==> config.mk <==
export PLATFORM = sky130hd
export DESIGN_NAME = c_source_lexical_classifier_top
export DESIGN_NICKNAME = d
export VERILOG_FILES = /design/src/sv/cslc_pkg.sv /design/src/sv/cslc_word_buf.sv /design/src/sv/c_source_lexical_classifier_top.sv
export SDC_FILE = /design/constraint.sdc
export NUM_CORES = 1
export LEC_CHECK = 0
export ABC_AREA = 1
export BUFFER_PORTS_ARGS = -buffer_cell sky130_fd_sc_hd__buf_2
export CORE_ASPECT_RATIO = 0.75
export CORE_MARGIN = 2
export CORE_UTILIZATION = 43
export CTS_CLUSTER_DIAMETER = 30
export DETAILED_ROUTE_END_ITERATION = 10
export PLACE_DENSITY = 0.73
export SKIP_CTS_REPAIR_TIMING = 1
export SYNTH_ARGS = -nofsm -noshare
export SYNTH_HDL_FRONTEND = slang
export SYNTH_SLANG_ARGS = --single-unit
==> constraint.sdc <==
create_clock -name clk -period 2.4 [get_ports clk]
set_input_delay 0.12 -clock clk [delete_from_list [all_inputs] [get_ports clk]]
set_output_delay 0.12 -clock clk [all_outputs]
set_load 0.02 [all_outputs]
==> src/sv/cslc_pkg.sv <==
// cslc_pkg: shared types, character codes, class codes and keyword table
// for the c source lexical classifier. No dependencies.
`timescale 1ns / 1ps

package cslc_pkg;

  // lexer modes
  typedef enum logic [3:0] {
    MODE_NORMAL     = 4'd0,
    MODE_LONG       = 4'd1,
    MODE_SLASH      = 4'd2,
    MODE_CHAR       = 4'd3,
    MODE_CHAR_ESC   = 4'd4,
    MODE_STR        = 4'd5,
    MODE_STR_ESC    = 4'd6,
    MODE_PRE        = 4'd7,
    MODE_BLOCK      = 4'd8,
    MODE_BLOCK_STAR = 4'd9,
    MODE_LINE       = 4'd10
  } mode_e;

  // byte classes
  localparam logic [2:0] CLS_PLAIN   = 3'd0;
  localparam logic [2:0] CLS_KEYWORD = 3'd1;
  localparam logic [2:0] CLS_CHAR    = 3'd2;
  localparam logic [2:0] CLS_STRING  = 3'd3;
  localparam logic [2:0] CLS_PRE     = 3'd4;
  localparam logic [2:0] CLS_COMMENT = 3'd5;

  // character codes
  localparam logic [7:0] CH_HASH   = 8'h23;
  localparam logic [7:0] CH_SLASH  = 8'h2F;
  localparam logic [7:0] CH_STAR   = 8'h2A;
  localparam logic [7:0] CH_BSLASH = 8'h5C;
  localparam logic [7:0] CH_NL     = 8'h0A;
  localparam logic [7:0] CH_SQUOTE = 8'h27;
  localparam logic [7:0] CH_DQUOTE = 8'h22;

  localparam int KW_COUNT = 32;

  // keywords, left justified, first character in the top byte
  localparam logic [63:0] KW_TEXT [KW_COUNT] = '{
    {"auto", 32'h0},     {"break", 24'h0},    {"case", 32'h0},     {"char", 32'h0},
    {"const", 24'h0},    "continue",          {"default", 8'h0},   {"do", 48'h0},
    {"double", 16'h0},   {"else", 32'h0},     {"enum", 32'h0},     {"extern", 16'h0},
    {"float", 24'h0},    {"for", 40'h0},      {"goto", 32'h0},     {"if", 48'h0},
    {"int", 40'h0},      {"long", 32'h0},     "register",          {"return", 16'h0},
    {"short", 24'h0},    {"signed", 16'h0},   {"sizeof", 16'h0},   {"static", 16'h0},
    {"struct", 16'h0},   {"switch", 16'h0},   {"typedef", 8'h0},   {"union", 24'h0},
    "unsigned",          {"void", 32'h0},     "volatile",          {"while", 24'h0}
  };

  localparam logic [3:0] KW_LEN [KW_COUNT] = '{
    4'd4, 4'd5, 4'd4, 4'd4, 4'd5, 4'd8, 4'd7, 4'd2,
    4'd6, 4'd4, 4'd4, 4'd6, 4'd5, 4'd3, 4'd4, 4'd2,
    4'd3, 4'd4, 4'd8, 4'd6, 4'd5, 4'd6, 4'd6, 4'd6,
    4'd6, 4'd6, 4'd7, 4'd5, 4'd8, 4'd4, 4'd8, 4'd5
  };

  // word buffer controls
  typedef struct packed {
    logic append;
    logic shift;
    logic clear;
  } word_ctl_t;

  // outcome of a non-word byte in normal text
  typedef struct packed {
    logic       emit;
    logic [2:0] cls;
    mode_e      mode;
  } other_t;

  function automatic logic is_alnum(input logic [7:0] b);
    return (b >= 8'h30 && b <= 8'h39) || (b >= 8'h41 && b <= 8'h5A) ||
           (b >= 8'h61 && b <= 8'h7A);
  endfunction

  // exact match of the first len bytes of a held word against the table
  function automatic logic kw_match(input logic [63:0] word, input logic [3:0] len);
    logic hit;
    logic eq;
    hit = 1'b0;
    for (int k = 0; k < KW_COUNT; k++) begin
      eq = (len == KW_LEN[k]);
      for (int i = 0; i < 8; i++) begin
        if (4'(i) < KW_LEN[k] && word[63-8*i -: 8] != KW_TEXT[k][63-8*i -: 8]) begin
          eq = 1'b0;
        end
      end
      hit = hit | eq;
    end
    return hit;
  endfunction

  function automatic other_t normal_other(input logic [7:0] b, input logic line_start);
    other_t o;
    o.emit = 1'b1;
    o.cls  = CLS_PLAIN;
    o.mode = MODE_NORMAL;
    if (b == CH_SQUOTE) begin
      o.cls  = CLS_CHAR;
      o.mode = MODE_CHAR;
    end else if (b == CH_DQUOTE) begin
      o.cls  = CLS_STRING;
      o.mode = MODE_STR;
    end else if (b == CH_HASH && line_start) begin
      o.cls  = CLS_PRE;
      o.mode = MODE_PRE;
    end else if (b == CH_SLASH) begin
      o.emit = 1'b0;
      o.mode = MODE_SLASH;
    end
    return o;
  endfunction

endpackage

==> src/sv/cslc_word_buf.sv <==
// cslc_word_buf: hold buffer for a run of letters and digits, with keyword match.
// Depends on cslc_pkg.
`timescale 1ns / 1ps

module cslc_word_buf #(
  parameter int DEPTH = 8
) (
  input  logic                       clk,
  input  logic                       rst_n,
  input  cslc_pkg::word_ctl_t        ctl,
  input  logic [7:0]                 wr_byte,
  output logic [7:0]                 head,
  output logic [$clog2(DEPTH+1)-1:0] len,
  output logic                       full,
  output logic                       kw_hit
);
  import cslc_pkg::*;

  localparam int LW = $clog2(DEPTH + 1);
  localparam int IW = $clog2(DEPTH);

  logic [7:0]    word_r [DEPTH];
  logic [LW-1:0] len_r;
  logic [63:0]   held8;
  logic [3:0]    kw_len;

  // fill count
  always_ff @(posedge clk) begin
    if (!rst_n) begin
      len_r <= '0;
    end else if (ctl.clear) begin
      len_r <= '0;
    end else if (ctl.shift) begin
      len_r <= len_r - LW'(1);
    end else if (ctl.append) begin
      len_r <= len_r + LW'(1);
    end
  end

  // byte storage: release shifts toward the head, append writes at the tail
  always_ff @(posedge clk) begin
    if (ctl.shift) begin
      for (int i = 0; i < DEPTH - 1; i++) begin
        word_r[i] <= word_r[i+1];
      end
    end else if (ctl.append) begin
      word_r[len_r[IW-1:0]] <= wr_byte;
    end
  end

  // first eight bytes for the keyword compare
  always_comb begin
    for (int i = 0; i < 8; i++) begin
      held8[63-8*i -: 8] = word_r[i];
    end
  end

  assign kw_len = (len_r > LW'(8)) ? 4'd0 : len_r[3:0];
  assign kw_hit = kw_match(held8, kw_len);
  assign head   = word_r[0];
  assign len    = len_r;
  assign full   = (len_r == LW'(DEPTH));

endmodule

==> src/sv/c_source_lexical_classifier_top.sv <==
// c_source_lexical_classifier_top: tags each C source byte with a lexical class.
// Depends on cslc_pkg and cslc_word_buf.
`timescale 1ns / 1ps
//
//   channel  direction  handshake            payload
//   in       input      in_valid / in_stall  in_byte, in_end_of_text
//   out      output     out_valid/out_stall  out_byte, out_byte_class, out_last_of_run
//
// An item is taken into an input register and its results go one per cycle into
// an output register while the output does not stall, so items with one result
// stream back to back. A held word of L bytes is released one byte a cycle while
// the output does not stall; the byte that ends it waits until the word is out, or
// goes with the last byte released when it is a slash or the end of text. A lone
// or comment-opening slash pair is placed slash first. Reset is synchronous
// on rst_n and clears control state. A stall on the output holds the output register,
// and the input stalls only while the current item still has results to place.

module c_source_lexical_classifier_top #(
  parameter int WORD_HOLD_DEPTH = 8
) (
  input  logic       clk,
  input  logic       rst_n,
  input  logic       in_valid,
  output logic       in_stall,
  input  logic [7:0] in_byte,
  input  logic       in_end_of_text,
  output logic       out_valid,
  input  logic       out_stall,
  output logic [7:0] out_byte,
  output logic [2:0] out_byte_class,
  output logic       out_last_of_run
);
  import cslc_pkg::*;

  localparam int LW = $clog2(WORD_HOLD_DEPTH + 1);

  // input register
  logic       item_vld_r, item_vld_nxt;
  logic [7:0] item_byte_r;
  logic       item_eot_r;

  // lexer state
  mode_e      mode_r, mode_nxt;
  logic       ls_r, ls_nxt;
  logic       rel_busy_r, rel_busy_nxt;
  logic [2:0] rel_cls_r, rel_cls_nxt;
  logic       slash_ph_r, slash_ph_nxt;

  // output register
  logic       out_valid_r, out_valid_nxt;
  logic [7:0] out_byte_r;
  logic [2:0] out_cls_r;
  logic       out_last_r;

  // word buffer
  word_ctl_t     wctl;
  logic [7:0]    w_head;
  logic [LW-1:0] w_len;
  logic          w_full;
  logic          w_kw;

  // step decode
  logic       alnum, rel_now, slot_free, fire, done, in_xfer;
  logic       em, em_last;
  logic [7:0] em_byte;
  logic [2:0] em_cls, first_cls;
  mode_e      mode_cand;
  other_t     oth;

  cslc_word_buf #(
    .DEPTH(WORD_HOLD_DEPTH)
  ) u_word_buf (
    .clk    (clk),
    .rst_n  (rst_n),
    .ctl    (wctl),
    .wr_byte(item_byte_r),
    .head   (w_head),
    .len    (w_len),
    .full   (w_full),
    .kw_hit (w_kw)
  );

  assign alnum     = is_alnum(item_byte_r);
  assign oth       = normal_other(item_byte_r, ls_r);
  assign slot_free = !out_valid_r || !out_stall;
  assign first_cls = (item_eot_r || !alnum) ? (w_kw ? CLS_KEYWORD : CLS_PLAIN) : CLS_PLAIN;
  assign rel_now   = rel_busy_r || (w_len != '0 && (item_eot_r ||
                     (mode_r == MODE_NORMAL && (!alnum || w_full))));

  // one result step for the item in the input register
  always_comb begin
    em           = 1'b0;
    em_byte      = item_byte_r;
    em_cls       = CLS_PLAIN;
    em_last      = 1'b1;
    mode_cand    = mode_r;
    mode_nxt     = mode_r;
    ls_nxt       = ls_r;
    rel_busy_nxt = rel_busy_r;
    rel_cls_nxt  = rel_cls_r;
    slash_ph_nxt = slash_ph_r;
    wctl         = '0;
    fire         = 1'b0;
    done         = 1'b0;
    if (item_vld_r) begin
      if (rel_now) begin
        // release held word, head first
        em        = 1'b1;
        em_byte   = w_head;
        em_cls    = rel_busy_r ? rel_cls_r : first_cls;
        em_last   = (w_len == LW'(1)) && (item_eot_r || item_byte_r == CH_SLASH);
        mode_cand = item_eot_r ? MODE_NORMAL : MODE_SLASH;
        fire      = slot_free;
        if (fire) begin
          wctl.shift   = 1'b1;
          rel_busy_nxt = (w_len != LW'(1));
          rel_cls_nxt  = em_cls;
          if (!rel_busy_r && !item_eot_r && alnum) begin
            mode_nxt = MODE_LONG;
          end
        end
      end else if (item_eot_r) begin
        // flush a pending slash
        em        = (mode_r == MODE_SLASH);
        em_byte   = CH_SLASH;
        mode_cand = MODE_NORMAL;
      end else begin
        unique case (mode_r)
          MODE_LONG: begin
            if (alnum) begin
              em        = 1'b1;
              mode_cand = MODE_LONG;
            end else begin
              em        = oth.emit;
              em_cls    = oth.cls;
              mode_cand = oth.mode;
            end
          end
          MODE_SLASH: begin
            em     = 1'b1;
            em_cls = (item_byte_r == CH_STAR || item_byte_r == CH_SLASH) ?
                     CLS_COMMENT : CLS_PLAIN;
            if (!slash_ph_r) begin
              em_byte = CH_SLASH;
              em_last = 1'b0;
              if (slot_free) begin
                slash_ph_nxt = 1'b1;
              end
            end else if (item_byte_r == CH_STAR) begin
              mode_cand = MODE_BLOCK;
            end else if (item_byte_r == CH_SLASH) begin
              mode_cand = MODE_LINE;
            end else begin
              mode_cand = MODE_NORMAL;
            end
          end
          MODE_CHAR: begin
            em     = 1'b1;
            em_cls = CLS_CHAR;
            if (item_byte_r == CH_BSLASH) begin
              mode_cand = MODE_CHAR_ESC;
            end else if (item_byte_r == CH_SQUOTE) begin
              mode_cand = MODE_NORMAL;
            end
          end
          MODE_CHAR_ESC: begin
            em        = 1'b1;
            em_cls    = CLS_CHAR;
            mode_cand = MODE_CHAR;
          end
          MODE_STR: begin
            em     = 1'b1;
            em_cls = CLS_STRING;
            if (item_byte_r == CH_BSLASH) begin
              mode_cand = MODE_STR_ESC;
            end else if (item_byte_r == CH_DQUOTE) begin
              mode_cand = MODE_NORMAL;
            end
          end
          MODE_STR_ESC: begin
            em        = 1'b1;
            em_cls    = CLS_STRING;
            mode_cand = MODE_STR;
          end
          MODE_PRE: begin
            em     = 1'b1;
            em_cls = CLS_PRE;
            if (item_byte_r == CH_NL) begin
              mode_cand = MODE_NORMAL;
            end
          end
          MODE_BLOCK: begin
            em     = 1'b1;
            em_cls = CLS_COMMENT;
            if (item_byte_r == CH_STAR) begin
              mode_cand = MODE_BLOCK_STAR;
            end
          end
          MODE_BLOCK_STAR: begin
            em     = 1'b1;
            em_cls = CLS_COMMENT;
            if (item_byte_r == CH_SLASH) begin
              mode_cand = MODE_NORMAL;
            end else if (item_byte_r != CH_STAR) begin
              mode_cand = MODE_BLOCK;
            end
          end
          MODE_LINE: begin
            em     = 1'b1;
            em_cls = CLS_COMMENT;
            if (item_byte_r == CH_NL) begin
              mode_cand = MODE_NORMAL;
            end
          end
          default: begin
            mode_cand = MODE_NORMAL;
            if (alnum) begin
              wctl.append = 1'b1;
            end else begin
              em        = oth.emit;
              em_cls    = oth.cls;
              mode_cand = oth.mode;
            end
          end
        endcase
        fire = em && slot_free;
      end
      if (item_eot_r && !rel_now) begin
        fire = em && slot_free;
      end

      // item complete: commit mode and line-start flag
      done = em ? (fire && em_last) : 1'b1;
      if (done) begin
        mode_nxt     = mode_cand;
        slash_ph_nxt = 1'b0;
        rel_busy_nxt = 1'b0;
        if (item_eot_r) begin
          ls_nxt     = 1'b1;
          wctl.clear = 1'b1;
        end else begin
          ls_nxt = (item_byte_r == CH_NL);
        end
      end
    end
  end

  // input handshake
  assign in_stall     = item_vld_r && !done;
  assign in_xfer      = in_valid && !in_stall;
  assign item_vld_nxt = in_xfer ? 1'b1 : (done ? 1'b0 : item_vld_r);

  // output register occupancy
  assign out_valid_nxt = fire ? 1'b1 : (out_stall ? out_valid_r : 1'b0);

  // control registers
  always_ff @(posedge clk) begin
    if (!rst_n) begin
      item_vld_r  <= 1'b0;
      mode_r      <= MODE_NORMAL;
      ls_r        <= 1'b1;
      rel_busy_r  <= 1'b0;
      rel_cls_r   <= CLS_PLAIN;
      slash_ph_r  <= 1'b0;
      out_valid_r <= 1'b0;
    end else begin
      item_vld_r  <= item_vld_nxt;
      mode_r      <= mode_nxt;
      ls_r        <= ls_nxt;
      rel_busy_r  <= rel_busy_nxt;
      rel_cls_r   <= rel_cls_nxt;
      slash_ph_r  <= slash_ph_nxt;
      out_valid_r <= out_valid_nxt;
    end
  end

  // payload registers
  always_ff @(posedge clk) begin
    if (in_xfer) begin
      item_byte_r <= in_byte;
      item_eot_r  <= in_end_of_text;
    end
    if (fire) begin
      out_byte_r <= em_byte;
      out_cls_r  <= em_cls;
      out_last_r <= em_last;
    end
  end

  assign out_valid       = out_valid_r;
  assign out_byte        = out_byte_r;
  assign out_byte_class  = out_cls_r;
  assign out_last_of_run = out_last_r;

endmodule
==> run metrics <==
status=finished with violations; failing checks=setup timing; CTS tree=built; pre-CTS setup slack=0.0223 ns; asr flop ratio synth=0%; Switching Fraction=26.9%; Register-to-Register Path Depth=13; critical path's most frequent cell=nand2_1; largest net degree at the start of global routing=20; Seq/Total Area, Yosys=41.4%; placer congestion estimate=1.02; switching pwr=1.15 mW; final core occ=54.8%; Gate power share=15.2%; CP max stage delay=0.51 ns; EDFF count, synth=85; Max Freq=416 MHz; critical path, cell by cell=nand2_1 > nand3_1 > nand2_1 > nand2_2 > nor2_4 > nand2_2 > nor4_4 > nand2_4 > clkinv_8 > nand4_4 > buf_8 > nand2_1 > o21ai_0; layout cell share with drive strength beyond 1=22.2%; crit start category=flop; setup slack after layout=-0.00374 ns; drt wl/cell=17.1 um; Die Y-Extent=114 um; Crit. End Element=flop; TritonCTS Buffers=9; Via density=5.44; slew of the pin with the lowest slew margin=0.437 ns; DRT Wirelength=22500 um; fin nets=1120; initial antenna violation count=0; Core Footprint=0.0159 mm^2; Worst Path Max Fanout=8; internal power=3.12 mW; Post-Syn Instances=976; Clk network pwr share=37.7%; Slew Viols, Final=0; crit path DAT=2.51 ns; Period minus WS final=2.40 ns; Initial Util=43.6%; slew margin rel.=70.9%; TritonCTS Sinks=101; Chip Width=151 um; # IOs=27; Post-route DRC=0; Synth Flop Type=edfxtp_1; FF+latch count, synth=101; Antenna Cells=0; H-tree levels=3; worst hold stages=3; DRT Pass-1 Iters=7; Post-DRT Antenna Nets=0; min-delay worst type=input port to flop; top cell type's share of synthesized area=36.8%; post-synth top area cell=edfxtp_1; vias in the first global route=6306; # port buffers=26; Fin. Hold Viols=0; P&R area growth vs syn=25.6%; R2R Setup Slk=-0.004 ns; top post-synthesis cells by count=nand2_1 (260), nor2_1 (174), inv_1 (141), edfxtp_1 (85), nand3_1 (79); Peak VDD IR=0.000449 V; clock root buffer=clkbuf_16; Net Count, Synth=992; Clk Latency, worst-skew pair=0.36 ns; Overflow after GRT=0; Post-Syn Area=0.00694 mm^2; via count=7174; max_cap viols=0; most common cell in the synthesized netlist=nand2_1; final setup fails=1; Flop pwr share=47.1%; Hold WS=0.0469 ns; Max Buffers Root-to-Sink=2; hpwl dp=17400 um; CP Class=flop to flop; power consumption=4.28 mW; pwr dens=490 mW/mm^2; yosys warns=0; required time worst endpoint=2.51 ns; clock-pin transition on the worst setup and hold timing paths=0.07 ns; period utilization=100%; drt first-iter violations=1011; RSZ-0062 raised after global routing=yes; Slowest-stage cell, CP=edfxtp_1; Fin Clk Skew=0.00703 ns; Distinct cells, synth=39; syn avg cell area=7.11 um^2; Synth area leaders=edfxtp_1 (37%), nand2_1 (14%), nor2_1 (9.4%); first-pass GRT wire length=33800 um; total die area=0.0172 mm^2; All-Layer GR Usage=26.0%; P_leak=3.88 nW; num rows=40
registers in the layout, indices dropped and copies added, names as in the netlist:
register           count
item_vld_r             1
item_eot_r             1
item_byte_r            8
out_valid              1
out_byte_class         3
out_byte               8
mode_r                 4
rel_busy_r             1
ls_r                   1
u_word_buf.word_r     64
rel_cls_r              3
out_last_of_run        1
u_word_buf.len         4
slash_ph_r             1
critical path: cells and delay by family, from the launching register on:
kind	cells	cell delay [ns]
AND/OR/NAND/NOR	10	1.27
flip-flops	1	0.51
buffers and inverters	2	0.30
AO/OA/AOI/OAI	1	0.07
per-stage QoR:
step | instance area, um^2 | cells | TNS [ns]
final | 8720 | 1319 | -0.00374
after floorplan | 6960 | 976 | 0
after global placement | 7810 | 1271 | 0
after CTS | 8140 | 1287 | -0.119
after detailed placement | 7810 | 1271 | 0
after global routing | 8720 | 1319 | -4.00
final cells by class:
cell class              count  area, um^2
well taps                 210         263
repair buffers            132        1090
flip-flops and latches    101        2870
repair inverters            1        8.76
clock buffers               9         225
multi-input cells         710        3580
clock inverters             7         105
fillers                  1447        7190
inverters                 149         576
kinds of logic (layout without fill, tap and decap cells):
group | after synthesis | in the layout | synth area share, %
DFF | 101 | 101 | 41.4
buffers and inverters | 166 | 298 | 10.4
adders and majority gates | 3 | 3 | 0.541
and+or+nand+nor | 601 | 602 | 38.4
xor gates and xnor gates | 1 | 1 | 0.126
AOI/OAI and AO/OA | 104 | 104 | 9.15
power by group through the flow:
| stage | clock [mW] | sequential, mW | combinational [mW] |
|---|---|---|---|
| after floorplan | 0 | 2.05 | 0.384 |
| after global placement | 0 | 2.05 | 0.569 |
| after detailed placement | 0 | 2.05 | 0.570 |
| after CTS | 1.63 | 2.01 | 0.574 |
| after global routing | 1.70 | 2.02 | 0.707 |
| final | 1.61 | 2.01 | 0.651 |
layout by cell type, fill, tap and decap left out, types with 24 or more instances in the layout:
cell type and n:
inv_1 136, nand2_1 241, buf_2 25, edfxtp_1 85, o21ai_0 26, nor2_1 161
o21ai_2 24, nor3_1 31, buf_4 84, nand3_1 77
final timing paths:
kind | from | to
setup reg to reg | item_byte_r[3] | u_word_buf.word_r[3][4]
hold reg to reg | rel_cls_r[2] | rel_cls_r[2]
setup / recovery | item_byte_r[3] | u_word_buf.word_r[3][4]
hold / removal | in_valid | item_vld_r
routing by layer:
metal  global-route usage, %  part of all wire [%]
met3                    6.48                    12
met5                       0                     0
met1                    38.7                    43
met4                    7.29                   2.3
met2                    37.4                    42
Power figures use the tool's default switching activity.
